===== src/hdl/plc_pkg.sv =====
`timescale 1ns / 1ps
// ----------------------------------------------------------------------------
// plc_pkg
// Shared constants and types of the piecewise linear load curve.
// ----------------------------------------------------------------------------
package plc_pkg;

	localparam int MAX_POINTS = 16;
	localparam int PIDX_W     = $clog2(MAX_POINTS);
	localparam int COUNT_W    = 5;
	localparam int DATA_W     = 32;
	localparam int REGION_W   = 2;

	localparam logic [REGION_W-1:0] REGION_RAMP   = 2'd0;
	localparam logic [REGION_W-1:0] REGION_INSIDE = 2'd1;
	localparam logic [REGION_W-1:0] REGION_BEYOND = 2'd2;

	localparam logic OP_WRITE = 1'b0;
	localparam logic OP_EVAL  = 1'b1;

	typedef struct packed {
		logic                     start;
		logic [2*DATA_W-1:0]      dividend;
		logic [DATA_W-1:0]        divisor;
	} div_req_t;

	typedef struct packed {
		logic              busy;
		logic              done;
		logic [DATA_W-1:0] quotient;
	} div_stat_t;

endpackage


===== src/hdl/plc_if.sv =====
`timescale 1ns / 1ps
// ----------------------------------------------------------------------------
// plc_in_if / plc_out_if
// Valid/ready channels carrying request items and result items.
// ----------------------------------------------------------------------------
interface plc_in_if import plc_pkg::*; ();
	logic                     valid;
	logic                     ready;
	logic                     op;
	logic [PIDX_W-1:0]        point_index;
	logic [DATA_W-1:0]        sample_time;
	logic signed [DATA_W-1:0] point_value;

	modport source (output valid, op, point_index, sample_time, point_value, input ready);
	modport sink   (input valid, op, point_index, sample_time, point_value, output ready);
endinterface

interface plc_out_if import plc_pkg::*; ();
	logic                     valid;
	logic                     ready;
	logic signed [DATA_W-1:0] load_value;
	logic [REGION_W-1:0]      region;

	modport source (output valid, load_value, region, input ready);
	modport sink   (input valid, load_value, region, output ready);
endinterface


===== src/hdl/plc_store.sv =====
`timescale 1ns / 1ps
// ----------------------------------------------------------------------------
// plc_store
// Breakpoint memory: one write port, one registered read port.
// ----------------------------------------------------------------------------
module plc_store import plc_pkg::*; (
	input  logic                     clk,
	input  logic                     we,
	input  logic [PIDX_W-1:0]        waddr,
	input  logic [DATA_W-1:0]        wtime,
	input  logic [DATA_W-1:0]        wvalue,
	input  logic [PIDX_W-1:0]        raddr,
	output logic [DATA_W-1:0]        rtime,
	output logic [DATA_W-1:0]        rvalue
);

	logic [DATA_W-1:0] time_mem  [MAX_POINTS];
	logic [DATA_W-1:0] value_mem [MAX_POINTS];

	always_ff @(posedge clk) begin
		if (we) begin
			time_mem[waddr]  <= wtime;
			value_mem[waddr] <= wvalue;
		end
	end

	always_ff @(posedge clk) begin
		rtime  <= time_mem[raddr];
		rvalue <= value_mem[raddr];
	end

endmodule


===== src/hdl/plc_div.sv =====
`timescale 1ns / 1ps
// ----------------------------------------------------------------------------
// plc_div
// Unsigned restoring divider, 64 by 32 bits, one quotient bit per cycle.
// ----------------------------------------------------------------------------
module plc_div import plc_pkg::*; (
	input  logic      clk,
	input  logic      arst_n,
	input  div_req_t  req,
	output div_stat_t stat
);

	localparam int CNT_W = $clog2(DATA_W);

	logic              busy_q;
	logic              done_q;
	logic [CNT_W-1:0]  cnt_q;
	logic [DATA_W-1:0] rh_q;
	logic [DATA_W-1:0] rl_q;
	logic [DATA_W-1:0] dvs_q;
	logic [DATA_W:0]   shifted;
	logic [DATA_W:0]   diff;
	logic              ge;

	assign shifted = {rh_q, rl_q[DATA_W-1]};
	assign diff    = shifted - {1'b0, dvs_q};
	assign ge      = shifted >= {1'b0, dvs_q};

	always_ff @(posedge clk or negedge arst_n) begin
		if (!arst_n) begin
			busy_q <= 1'b0;
			done_q <= 1'b0;
			cnt_q  <= '0;
		end else begin
			done_q <= 1'b0;
			if (req.start) begin
				busy_q <= 1'b1;
				cnt_q  <= '0;
			end else if (busy_q) begin
				cnt_q <= cnt_q + 1'b1;
				if (cnt_q == CNT_W'(DATA_W - 1)) begin
					busy_q <= 1'b0;
					done_q <= 1'b1;
				end
			end
		end
	end

	always_ff @(posedge clk) begin
		if (req.start) begin
			rh_q  <= req.dividend[2*DATA_W-1:DATA_W];
			rl_q  <= req.dividend[DATA_W-1:0];
			dvs_q <= req.divisor;
		end else if (busy_q) begin
			rh_q <= ge ? diff[DATA_W-1:0] : shifted[DATA_W-1:0];
			rl_q <= {rl_q[DATA_W-2:0], ge};
		end
	end

	assign stat.busy     = busy_q;
	assign stat.done     = done_q;
	assign stat.quotient = rl_q;

endmodule


===== src/hdl/piecewise_linear_load_curve.sv =====
`timescale 1ns / 1ps
// ----------------------------------------------------------------------------
// piecewise_linear_load_curve
// Write item: accepted every cycle while idle, no result. Evaluate item: result
// computed by the segment search (one breakpoint per cycle from the memory port,
// up to 15 breakpoints), one multiply-accumulate pass in the ramp or two inside
// a segment, and the bit-serial divide; one item at a time, the next accepted in
// the cycle after the result loads. The result register lets it in while a result waits.
// arst_n clears control state and point_count; breakpoints are undefined.
// ----------------------------------------------------------------------------
module piecewise_linear_load_curve import plc_pkg::*; (
	input  logic               clk,
	input  logic               arst_n,
	input  logic               cfg_we,
	input  logic [COUNT_W-1:0] cfg_wdata,
	plc_in_if.sink             in_ch,
	plc_out_if.source          out_ch
);

	typedef enum logic [7:0] {
		S_IDLE   = 8'b0000_0001,
		S_FIRST  = 8'b0000_0010,
		S_SEARCH = 8'b0000_0100,
		S_MUL    = 8'b0000_1000,
		S_ACC    = 8'b0001_0000,
		S_DSTART = 8'b0010_0000,
		S_DIV    = 8'b0100_0000,
		S_DONE   = 8'b1000_0000
	} state_t;

	state_t                   state_q;
	logic [COUNT_W-1:0]       count_q;
	logic [COUNT_W-1:0]       n_q;
	logic [PIDX_W-1:0]        idx_q;
	logic [DATA_W-1:0]        t_q;
	logic [DATA_W-1:0]        ta_q;
	logic [DATA_W-1:0]        va_q;
	logic signed [DATA_W-1:0] ma_q;
	logic [DATA_W-1:0]        mb_q;
	logic signed [DATA_W-1:0] ma2_q;
	logic [DATA_W-1:0]        mb2_q;
	logic                     second_q;
	logic [2*DATA_W-1:0]      prod_q;
	logic [2*DATA_W-1:0]      acc_q;
	logic [DATA_W-1:0]        dvs_q;
	logic                     neg_q;
	logic [DATA_W-1:0]        res_load_q;
	logic [REGION_W-1:0]      res_region_q;
	logic                     out_valid_q;
	logic [DATA_W-1:0]        out_load_q;
	logic [REGION_W-1:0]      out_region_q;

	logic                     in_acc;
	logic [PIDX_W-1:0]        raddr;
	logic [DATA_W-1:0]        rd_time;
	logic [DATA_W-1:0]        rd_value;
	logic signed [2*DATA_W:0] mul_full;
	logic [2*DATA_W-1:0]      acc_abs;
	logic                     seg_hit;
	logic                     last_seg;
	logic                     out_load;
	div_req_t                 dreq;
	div_stat_t                dstat;

	assign in_acc   = in_ch.valid && in_ch.ready;
	assign in_ch.ready = (state_q == S_IDLE);

	assign seg_hit  = (t_q > ta_q) && (t_q <= rd_time);
	assign last_seg = ({1'b0, idx_q} + COUNT_W'(1)) == n_q;
	assign mul_full = ma_q * $signed({1'b0, mb_q});
	assign acc_abs  = acc_q[2*DATA_W-1] ? (~acc_q + 1'b1) : acc_q;

	always_comb begin
		case (state_q)
			S_FIRST:  raddr = PIDX_W'(1);
			S_SEARCH: raddr = idx_q + 1'b1;
			default:  raddr = '0;
		endcase
	end

	plc_store u_store (
		.clk    (clk),
		.we     (in_acc && in_ch.op == OP_WRITE),
		.waddr  (in_ch.point_index),
		.wtime  (in_ch.sample_time),
		.wvalue (in_ch.point_value),
		.raddr  (raddr),
		.rtime  (rd_time),
		.rvalue (rd_value)
	);

	assign dreq.start    = (state_q == S_DSTART);
	assign dreq.dividend = acc_abs;
	assign dreq.divisor  = dvs_q;

	plc_div u_div (
		.clk    (clk),
		.arst_n (arst_n),
		.req    (dreq),
		.stat   (dstat)
	);

	always_ff @(posedge clk or negedge arst_n) begin
		if (!arst_n) begin
			count_q <= '0;
		end else if (cfg_we) begin
			count_q <= cfg_wdata;
		end
	end

	always_ff @(posedge clk or negedge arst_n) begin
		if (!arst_n) begin
			state_q <= S_IDLE;
		end else begin
			case (state_q)
				S_IDLE: begin
					if (in_acc && in_ch.op == OP_EVAL) begin
						state_q <= (count_q == '0) ? S_DONE : S_FIRST;
					end
				end
				S_FIRST: begin
					if (t_q <= rd_time) begin
						state_q <= (rd_time == '0) ? S_DONE : S_MUL;
					end else begin
						state_q <= (n_q == COUNT_W'(1)) ? S_DONE : S_SEARCH;
					end
				end
				S_SEARCH: begin
					if (seg_hit) begin
						state_q <= S_MUL;
					end else if (last_seg) begin
						state_q <= S_DONE;
					end
				end
				S_MUL:    state_q <= S_ACC;
				S_ACC:    state_q <= second_q ? S_MUL : S_DSTART;
				S_DSTART: state_q <= S_DIV;
				S_DIV: begin
					if (dstat.done) begin
						state_q <= S_DONE;
					end
				end
				S_DONE: begin
					if (!out_valid_q || out_ch.ready) begin
						state_q <= S_IDLE;
					end
				end
				default:  state_q <= S_IDLE;
			endcase
		end
	end

	always_ff @(posedge clk) begin
		case (state_q)
			S_IDLE: begin
				t_q          <= in_ch.sample_time;
				n_q          <= (count_q > COUNT_W'(MAX_POINTS)) ? COUNT_W'(MAX_POINTS) : count_q;
				idx_q        <= '0;
				res_load_q   <= '0;
				res_region_q <= REGION_BEYOND;
			end
			S_FIRST: begin
				acc_q <= '0;
				if (t_q <= rd_time) begin
					res_region_q <= REGION_RAMP;
					ma_q         <= $signed(rd_value);
					mb_q         <= t_q;
					second_q     <= 1'b0;
					dvs_q        <= rd_time;
				end else begin
					ta_q  <= rd_time;
					va_q  <= rd_value;
					idx_q <= PIDX_W'(1);
				end
			end
			S_SEARCH: begin
				if (seg_hit) begin
					res_region_q <= REGION_INSIDE;
					ma_q         <= $signed(va_q);
					mb_q         <= rd_time - t_q;
					ma2_q        <= $signed(rd_value);
					mb2_q        <= t_q - ta_q;
					second_q     <= 1'b1;
					dvs_q        <= rd_time - ta_q;
				end else begin
					ta_q  <= rd_time;
					va_q  <= rd_value;
					idx_q <= idx_q + 1'b1;
				end
			end
			S_MUL: begin
				prod_q <= mul_full[2*DATA_W-1:0];
			end
			S_ACC: begin
				acc_q    <= acc_q + prod_q;
				ma_q     <= ma2_q;
				mb_q     <= mb2_q;
				second_q <= 1'b0;
			end
			S_DSTART: begin
				neg_q <= acc_q[2*DATA_W-1];
			end
			S_DIV: begin
				if (dstat.done) begin
					res_load_q <= neg_q ? (~dstat.quotient + 1'b1) : dstat.quotient;
				end
			end
			default: begin
			end
		endcase
	end

	// result register
	assign out_load = (state_q == S_DONE) && (!out_valid_q || out_ch.ready);

	always_ff @(posedge clk or negedge arst_n) begin
		if (!arst_n) begin
			out_valid_q <= 1'b0;
		end else if (out_load) begin
			out_valid_q <= 1'b1;
		end else if (out_ch.ready) begin
			out_valid_q <= 1'b0;
		end
	end

	always_ff @(posedge clk) begin
		if (out_load) begin
			out_load_q   <= res_load_q;
			out_region_q <= res_region_q;
		end
	end

	assign out_ch.valid      = out_valid_q;
	assign out_ch.load_value = $signed(out_load_q);
	assign out_ch.region     = out_region_q;

	property p_ready_div_idle;
		@(posedge clk) disable iff (!arst_n) in_ch.ready |-> !dstat.busy;
	endproperty
	a_ready_div_idle: assert property (p_ready_div_idle)
		else $error("input ready while divider busy");

	property p_done_in_div;
		@(posedge clk) disable iff (!arst_n) dstat.done |-> (state_q == S_DIV);
	endproperty
	a_done_in_div: assert property (p_done_in_div)
		else $error("divider done outside divide state");

	property p_beyond_zero;
		@(posedge clk) disable iff (!arst_n)
			(out_ch.valid && out_ch.region == REGION_BEYOND) |-> (out_ch.load_value == '0);
	endproperty
	a_beyond_zero: assert property (p_beyond_zero)
		else $error("nonzero load beyond table");

	property p_search_bound;
		@(posedge clk) disable iff (!arst_n)
			(state_q == S_SEARCH) |-> ({1'b0, idx_q} < n_q);
	endproperty
	a_search_bound: assert property (p_search_bound)
		else $error("segment search past point count");

endmodule


===== src/flat_wrapper.sv =====
// flat-port wrapper written by rule: the top's interface ports become plain ports
module piecewise_linear_load_curve_flat import plc_pkg::*;
  (clk, arst_n, cfg_we, cfg_wdata, in_ch_valid, in_ch_op, in_ch_point_index, in_ch_sample_time, in_ch_point_value, in_ch_ready, out_ch_valid, out_ch_load_value, out_ch_region, out_ch_ready);
  plc_in_if in_ch_i ();
  plc_out_if out_ch_i ();
  input  logic clk;
  input  logic arst_n;
  input  logic cfg_we;
  input  logic [COUNT_W-1:0] cfg_wdata;
  input wire logic [$bits(in_ch_i.valid)-1:0] in_ch_valid;
  input wire logic [$bits(in_ch_i.op)-1:0] in_ch_op;
  input wire logic [$bits(in_ch_i.point_index)-1:0] in_ch_point_index;
  input wire logic [$bits(in_ch_i.sample_time)-1:0] in_ch_sample_time;
  input wire logic [$bits(in_ch_i.point_value)-1:0] in_ch_point_value;
  output wire logic [$bits(in_ch_i.ready)-1:0] in_ch_ready;
  output wire logic [$bits(out_ch_i.valid)-1:0] out_ch_valid;
  output wire logic [$bits(out_ch_i.load_value)-1:0] out_ch_load_value;
  output wire logic [$bits(out_ch_i.region)-1:0] out_ch_region;
  input wire logic [$bits(out_ch_i.ready)-1:0] out_ch_ready;
  assign in_ch_i.valid = in_ch_valid;
  assign in_ch_i.op = in_ch_op;
  assign in_ch_i.point_index = in_ch_point_index;
  assign in_ch_i.sample_time = in_ch_sample_time;
  assign in_ch_i.point_value = in_ch_point_value;
  assign in_ch_ready = in_ch_i.ready;
  assign out_ch_valid = out_ch_i.valid;
  assign out_ch_load_value = out_ch_i.load_value;
  assign out_ch_region = out_ch_i.region;
  assign out_ch_i.ready = out_ch_ready;
  piecewise_linear_load_curve u_core (.clk(clk), .arst_n(arst_n), .cfg_we(cfg_we), .cfg_wdata(cfg_wdata), .in_ch(in_ch_i), .out_ch(out_ch_i));
endmodule

===== config.mk =====
export PLATFORM = sky130hd
export DESIGN_NAME = piecewise_linear_load_curve_flat
export DESIGN_NICKNAME = d
export VERILOG_FILES = /design/src/hdl/plc_pkg.sv /design/src/hdl/plc_if.sv /design/src/hdl/plc_store.sv /design/src/hdl/plc_div.sv /design/src/hdl/piecewise_linear_load_curve.sv /design/src/flat_wrapper.sv
export SDC_FILE = /design/constraint.sdc
export NUM_CORES = 2
export LEC_CHECK = 0
export ABC_AREA = 1
export BUFFER_PORTS_ARGS = -buffer_cell sky130_fd_sc_hd__buf_2
export CELL_PAD_IN_SITES_DETAIL_PLACEMENT = 2
export CELL_PAD_IN_SITES_GLOBAL_PLACEMENT = 2
export CORE_MARGIN = 2
export CORE_UTILIZATION = 42
export DETAILED_ROUTE_END_ITERATION = 12
export PLACE_DENSITY_LB_ADDON = 0.1
export SYNTH_ARGS = -nofsm -noshare
export SYNTH_HDL_FRONTEND = slang
export SYNTH_SLANG_ARGS = --single-unit

===== constraint.sdc =====
create_clock -name clk -period 8.6 [get_ports clk]
set_input_delay 0 -clock clk [delete_from_list [all_inputs] [get_ports clk]]
set_output_delay 0 -clock clk [all_outputs]
set_load 0.005 [all_outputs]

==> implementation parameters <==
Parameter                              Value

Global route
  Global routing met1 resource utilization ... 40.72%
  Initial antenna violation count ... 31
  GRT Max-Usage Layer ... met2
  Pin count of the biggest net entering global routing ... ~190
  Routing usage on met2 ... 61.85%
  Global-route wire length before repair ... ~700,000 um
  Total Routing Usage GR ... 34.12%
  Number of global-route vias before repair ... ~110k
  Met3 layer usage reported by global route ... 3.688%
  Gr ovfl total ... 0

Clock network
  Clock tree buffer depth ... 4
  Clock net sink count ... 1,668
  Clock tree from TritonCTS ... yes
  H-tree levels ... 4
  Number of gates resized after CTS ... 0
  Clock slew seen by the registers of the worst setup and hold paths ... 0.06 ns
  Latest clock arrival within the worst-skew pair ... 0.92 ns
  CTS root buffer ... sky130_fd_sc_hd__clkbuf_16
  Total CTS buffers ... 191

Place
  Cell total after placement ... about 16,000
  Final estimated routing congestion in global placement ... 0.9700
  Number of input and output port buffers inserted ... around 110
  HPWL reported at the end of detailed placement ... 346,400 um

Floorplan
  Die height ... 527.1 um
  Effective utilization at floorplan ... 42.12%
  Standard cell core area ... ~0.27 mm2
  Horiz. Die Dim ... 527.1 um
  Die footprint ... 0.2779 mm2
  Row count ... 192
  I/O pins ... 115

Synthesis
  Count of flip-flops with a built-in enable after synthesis ... 1,583
  Syn_nets ... roughly 14,000
  Warnings, synthesis ... 0
  Number of distinct library cells after synthesis ... between 50 and 60
  Total of flip-flops plus latches after synthesis ... approximately 1,700
  Mean instance size in the synthesized netlist ... slightly above 9 um2
  Synthesized instance count ... 12,637
  Async set or reset register ratio after synthesis ... about 1.3%
  Most instantiated flip-flop cell in the synthesis netlist ... sky130_fd_sc_hd__edfxtp_1
  Fraction of the yosys area taken by sequential cells ... 42.93%
  Total standard cell area after synthesis ... 0.1149 mm2

Cells and area
  Final non-filler cell total ... approximately 17,000
  Fraction of layout cells with a size suffix above 1 ... ~5.4%
  Synth-to-layout area growth ... 10.74%
  Filler Cells Inserted ... between 20,000 and 30,000
  Post-layout net count ... around 14,000

Worst setup path
  Delay-heaviest family, CP ... adder cells
  Type of destination of the critical path ... flop
  Crit Reg-Reg Startpoint ... u_core.mb_q[24]
  Critical path start-end classification ... flop to flop
  Buffers plus inverters on the worst setup path ... 4
  Crit. Startpoint ... u_core.mb_q[24]
  Depth of the most critical reg-to-reg path ... 21
  Endpoint of the worst register-to-register path ... u_core.prod_q[44]
  Critical Path Max Stage Delay ... 1.07 ns
  Launching element type of the critical path ... flop
  Data arrival time of the worst path ... just under 9 ns
  Cell with the largest stage delay on the worst path ... sky130_fd_sc_hd__edfxtp_1
  CP most frequent cell ... sky130_fd_sc_hd__fa_1
  Register-to-Register Setup Slack ... 0.30 ns
  Ordered list of cells on the worst path ... buf_4, nand2_1, fa_1, fa_1, fa_1, fa_1, inv_1, fa_1, fa_1, fa_1, inv_1, fa_1, inv_1, ha_1, a21o_1, nor2_1, a21boi_0, o21bai_1, a21oi_1, nand2_1, xor2_1
  Maximum fanout encountered on the critical timing path ... 9
  Crit path required time ... 9.20 ns

Timing
  Setup skew after layout ... 0.1061 ns
  Pins over their slew limit ... 0
  Portion of the clock cycle consumed by the worst path in the final layout ... a little over nine tenths
  Final setup vio count ... 0
  Final Hold Viols ... 0
  Timing-limited maximum frequency ... 120.5 MHz
  Least-Margin Pin Slew ... roughly 1.3 ns
  Setup repair after global routing missed its margin ... false
  Total Neg Setup Slack ... 0 ns
  Time the worst path needs with I/O delays and setup ... 8.299 ns
  Slew headroom ... 10.23%

Run
  Number of violations of the max-capacitance limit ... 0

Drt
  Number of antenna-violating nets in the routed design ... 0
  Wire length per cell ... 28.90 um
  Number of detailed-routing iterations run before antenna repair ... 5
  First-iteration detailed-routing DRC count ... 6,022
  Routed via count ... between 90,000 and 100k
  Drc violations ... 0
  Post-Route WL ... between 400,000 and 500,000 um
  Via-to-Cell Ratio ... 5.611

Min path
  HP Start ... in_ch_point_value[10]
  Worst hold path cell count ... 2
  Hold crit path type ... input port to flop
  Endpoint, Worst Hold ... u_core.u_store.value_mem[2][10]

Run status
  Status ... finished, final reports clean
-- registers in the layout, summed over array words and instances, names as in the netlist, 8 cells and up --
register                  count
u_core.dvs_q                 32
u_core.u_div.dvs_q           32
u_core.u_store.rvalue        32
u_core.out_ch.load_value     32
u_core.u_store.rtime         32
u_core.acc_q                 64
u_core.ta_q                  32
u_core.state_q                8
u_core.ma_q                  32
u_core.ma2_q                 32
u_core.prod_q                64
u_core.mb_q                  32
u_core.u_store.time_mem     512
u_core.t_q                   32
u_core.va_q                  32
u_core.u_store.value_mem    512
u_core.u_div.rl_q            32
u_core.res_load_q            32
u_core.u_div.rh_q            32
u_core.mb2_q                 32
-- cell type report --
cell class	instances	area [um2]	area share (%)
antenna	17	42.54	0.03342
clock buffer	256	5195	4.082
clock inverter	96	1070	0.8405
inverter	2411	9066	7.123
multi-input combinational	8049	54590	42.89
sequential	1668	49340	38.77
tap	3589	4491	3.528
timing repair buffer	432	3483	2.737
-- cell usage after synthesis (all sizes together) (2+ instances only) --
cell / count / area, um2
a211oi: 4 / 30.03
a21oi: 564 / 2823
nand4: 55 / 344.1
ha: 486 / 6081
fa: 902 / 18060
nand2: 3061 / 11520
o211ai: 95 / 713.2
nand3b: 51 / 382.9
xnor2: 56 / 490.5
and3: 2 / 12.51
o31ai: 2 / 15.01
dfrtp: 20 / 500.5
or2: 33 / 206.5
o2111ai: 6 / 52.55
a21boi: 18 / 135.1
o21a: 27 / 202.7
a31oi: 34 / 212.7
buf: 181 / 950.9
clkbuf: 328 / 1231
o221ai: 5 / 43.79
o21ai: 489 / 2447
inv: 2410 / 9049
and2: 2 / 12.52
edfxtp: 1583 / 47540
nor2: 709 / 2685
nand3: 1141 / 5715
o22ai: 2 / 12.51
o21bai: 35 / 262.8
nand2b: 2 / 12.51
a21o: 35 / 262.8
nor3b: 4 / 30.03
nor4: 23 / 143.9
xor2: 108 / 945.9
dfxtp: 64 / 1281
nor3: 95 / 480.5
-- timing repair --
item	4_1_cts	5_1_grt
buffers inserted	0	16
hold buffers	98	0
setup endpoints to repair	0	1
endpoints found under the hold margin	1184	0
-- worst reg2reg max path, stage by stage (launching register included) --
cell and delay [ns]:
sky130_fd_sc_hd__edfxtp_1 1.07, sky130_fd_sc_hd__buf_4 0.35, sky130_fd_sc_hd__nand2_1 0.10, sky130_fd_sc_hd__fa_1 0.59
sky130_fd_sc_hd__fa_1 0.47, sky130_fd_sc_hd__fa_1 0.55, sky130_fd_sc_hd__fa_1 0.53, sky130_fd_sc_hd__inv_1 0.07
sky130_fd_sc_hd__fa_1 0.56, sky130_fd_sc_hd__fa_1 0.44, sky130_fd_sc_hd__fa_1 0.54, sky130_fd_sc_hd__inv_1 0.07
sky130_fd_sc_hd__fa_1 0.49, sky130_fd_sc_hd__inv_1 0.06, sky130_fd_sc_hd__ha_1 0.39, sky130_fd_sc_hd__a21o_1 0.22
sky130_fd_sc_hd__nor2_1 0.24, sky130_fd_sc_hd__a21boi_0 0.49, sky130_fd_sc_hd__o21bai_1 0.31, sky130_fd_sc_hd__a21oi_1 0.20
sky130_fd_sc_hd__nand2_1 0.11, sky130_fd_sc_hd__xor2_1 0.17
-- cells in the final DEF (no fill, tap or decap), types with 97 or more instances in the layout --
| cell type | Yosys | layout |
|---|---|---|
| sky130_fd_sc_hd__a21oi_1 | 564 | 561 |
| sky130_fd_sc_hd__buf_2 | 103 | 114 |
| sky130_fd_sc_hd__buf_4 | 30 | 198 |
| sky130_fd_sc_hd__clkbuf_16 | 0 | 192 |
| sky130_fd_sc_hd__dlygate4sd3_1 | 0 | 97 |
| sky130_fd_sc_hd__edfxtp_1 | 1583 | 1583 |
| sky130_fd_sc_hd__fa_1 | 902 | 902 |
| sky130_fd_sc_hd__ha_1 | 486 | 486 |
| sky130_fd_sc_hd__inv_1 | 2406 | 2400 |
| sky130_fd_sc_hd__nand2_1 | 3058 | 3053 |
| sky130_fd_sc_hd__nand3_1 | 1140 | 1140 |
| sky130_fd_sc_hd__nor2_1 | 707 | 687 |
| sky130_fd_sc_hd__o21ai_0 | 438 | 437 |
| sky130_fd_sc_hd__xor2_1 | 108 | 108 |
-- logic make-up (layout without fill, tap and decap cells) --
group                    count (synthesis)  in the layout  share of synthesized area [%]
other                                    0             17                              0
flip-flops                            1668           1668                          42.93
XOR/XNOR                               164            164                          1.250
AND/OR/NAND/NOR                       5178           5178                          18.75
AO/OA/AOI/OAI                         1319           1319                          6.300
adder cells (fa/ha/maj)               1388           1388                          21.00
buffers and inverters                 2920           3195                          9.774
-- worst max path at each step --
stage | end | slack, ns | cells after the start
2_1_floorplan | u_core.ma_q[0] | 1.34 | 13
3_3_place_gp | u_core.prod_q[42] | 0.48 | 23
3_5_place_dp | u_core.prod_q[42] | 0.31 | 23
4_1_cts | u_core.prod_q[42] | 0.25 | 23
5_1_grt | u_core.prod_q[58] | 0.01 | 29
6_report | u_core.prod_q[44] | 0.30 | 21
-- metrics by stage --
| stage | utilization, % | hold slack [ns] | setup slack [ns] | instance area [um2] |
|---|---|---|---|---|
| 3_3_place_gp | 43.89 | 0.03551 | 0.4783 | 119800 |
| 6_report | 46.64 | 0.05052 | 0.3014 | 127300 |
| 3_5_place_dp | 43.89 | 0.04720 | 0.3114 | 119800 |
| 4_1_cts | 46.54 | 0.01679 | 0.2501 | 127000 |
| 2_1_floorplan | - | -0.2956 | 1.337 | 114900 |
| 5_1_grt | 46.64 | 0.03889 | 0.01386 | 127300 |
-- metal layers --
metal	vias up	part of all wire, %
li1	40613	-
met1	48852	39
met2	2352	51
met3	853	4.2
met4	12	5.0
met5	-	0.018
Power is left out: the tool's default activity adds up to more than one toggle a clock period on the data nets, which glitch-free logic cannot reach.
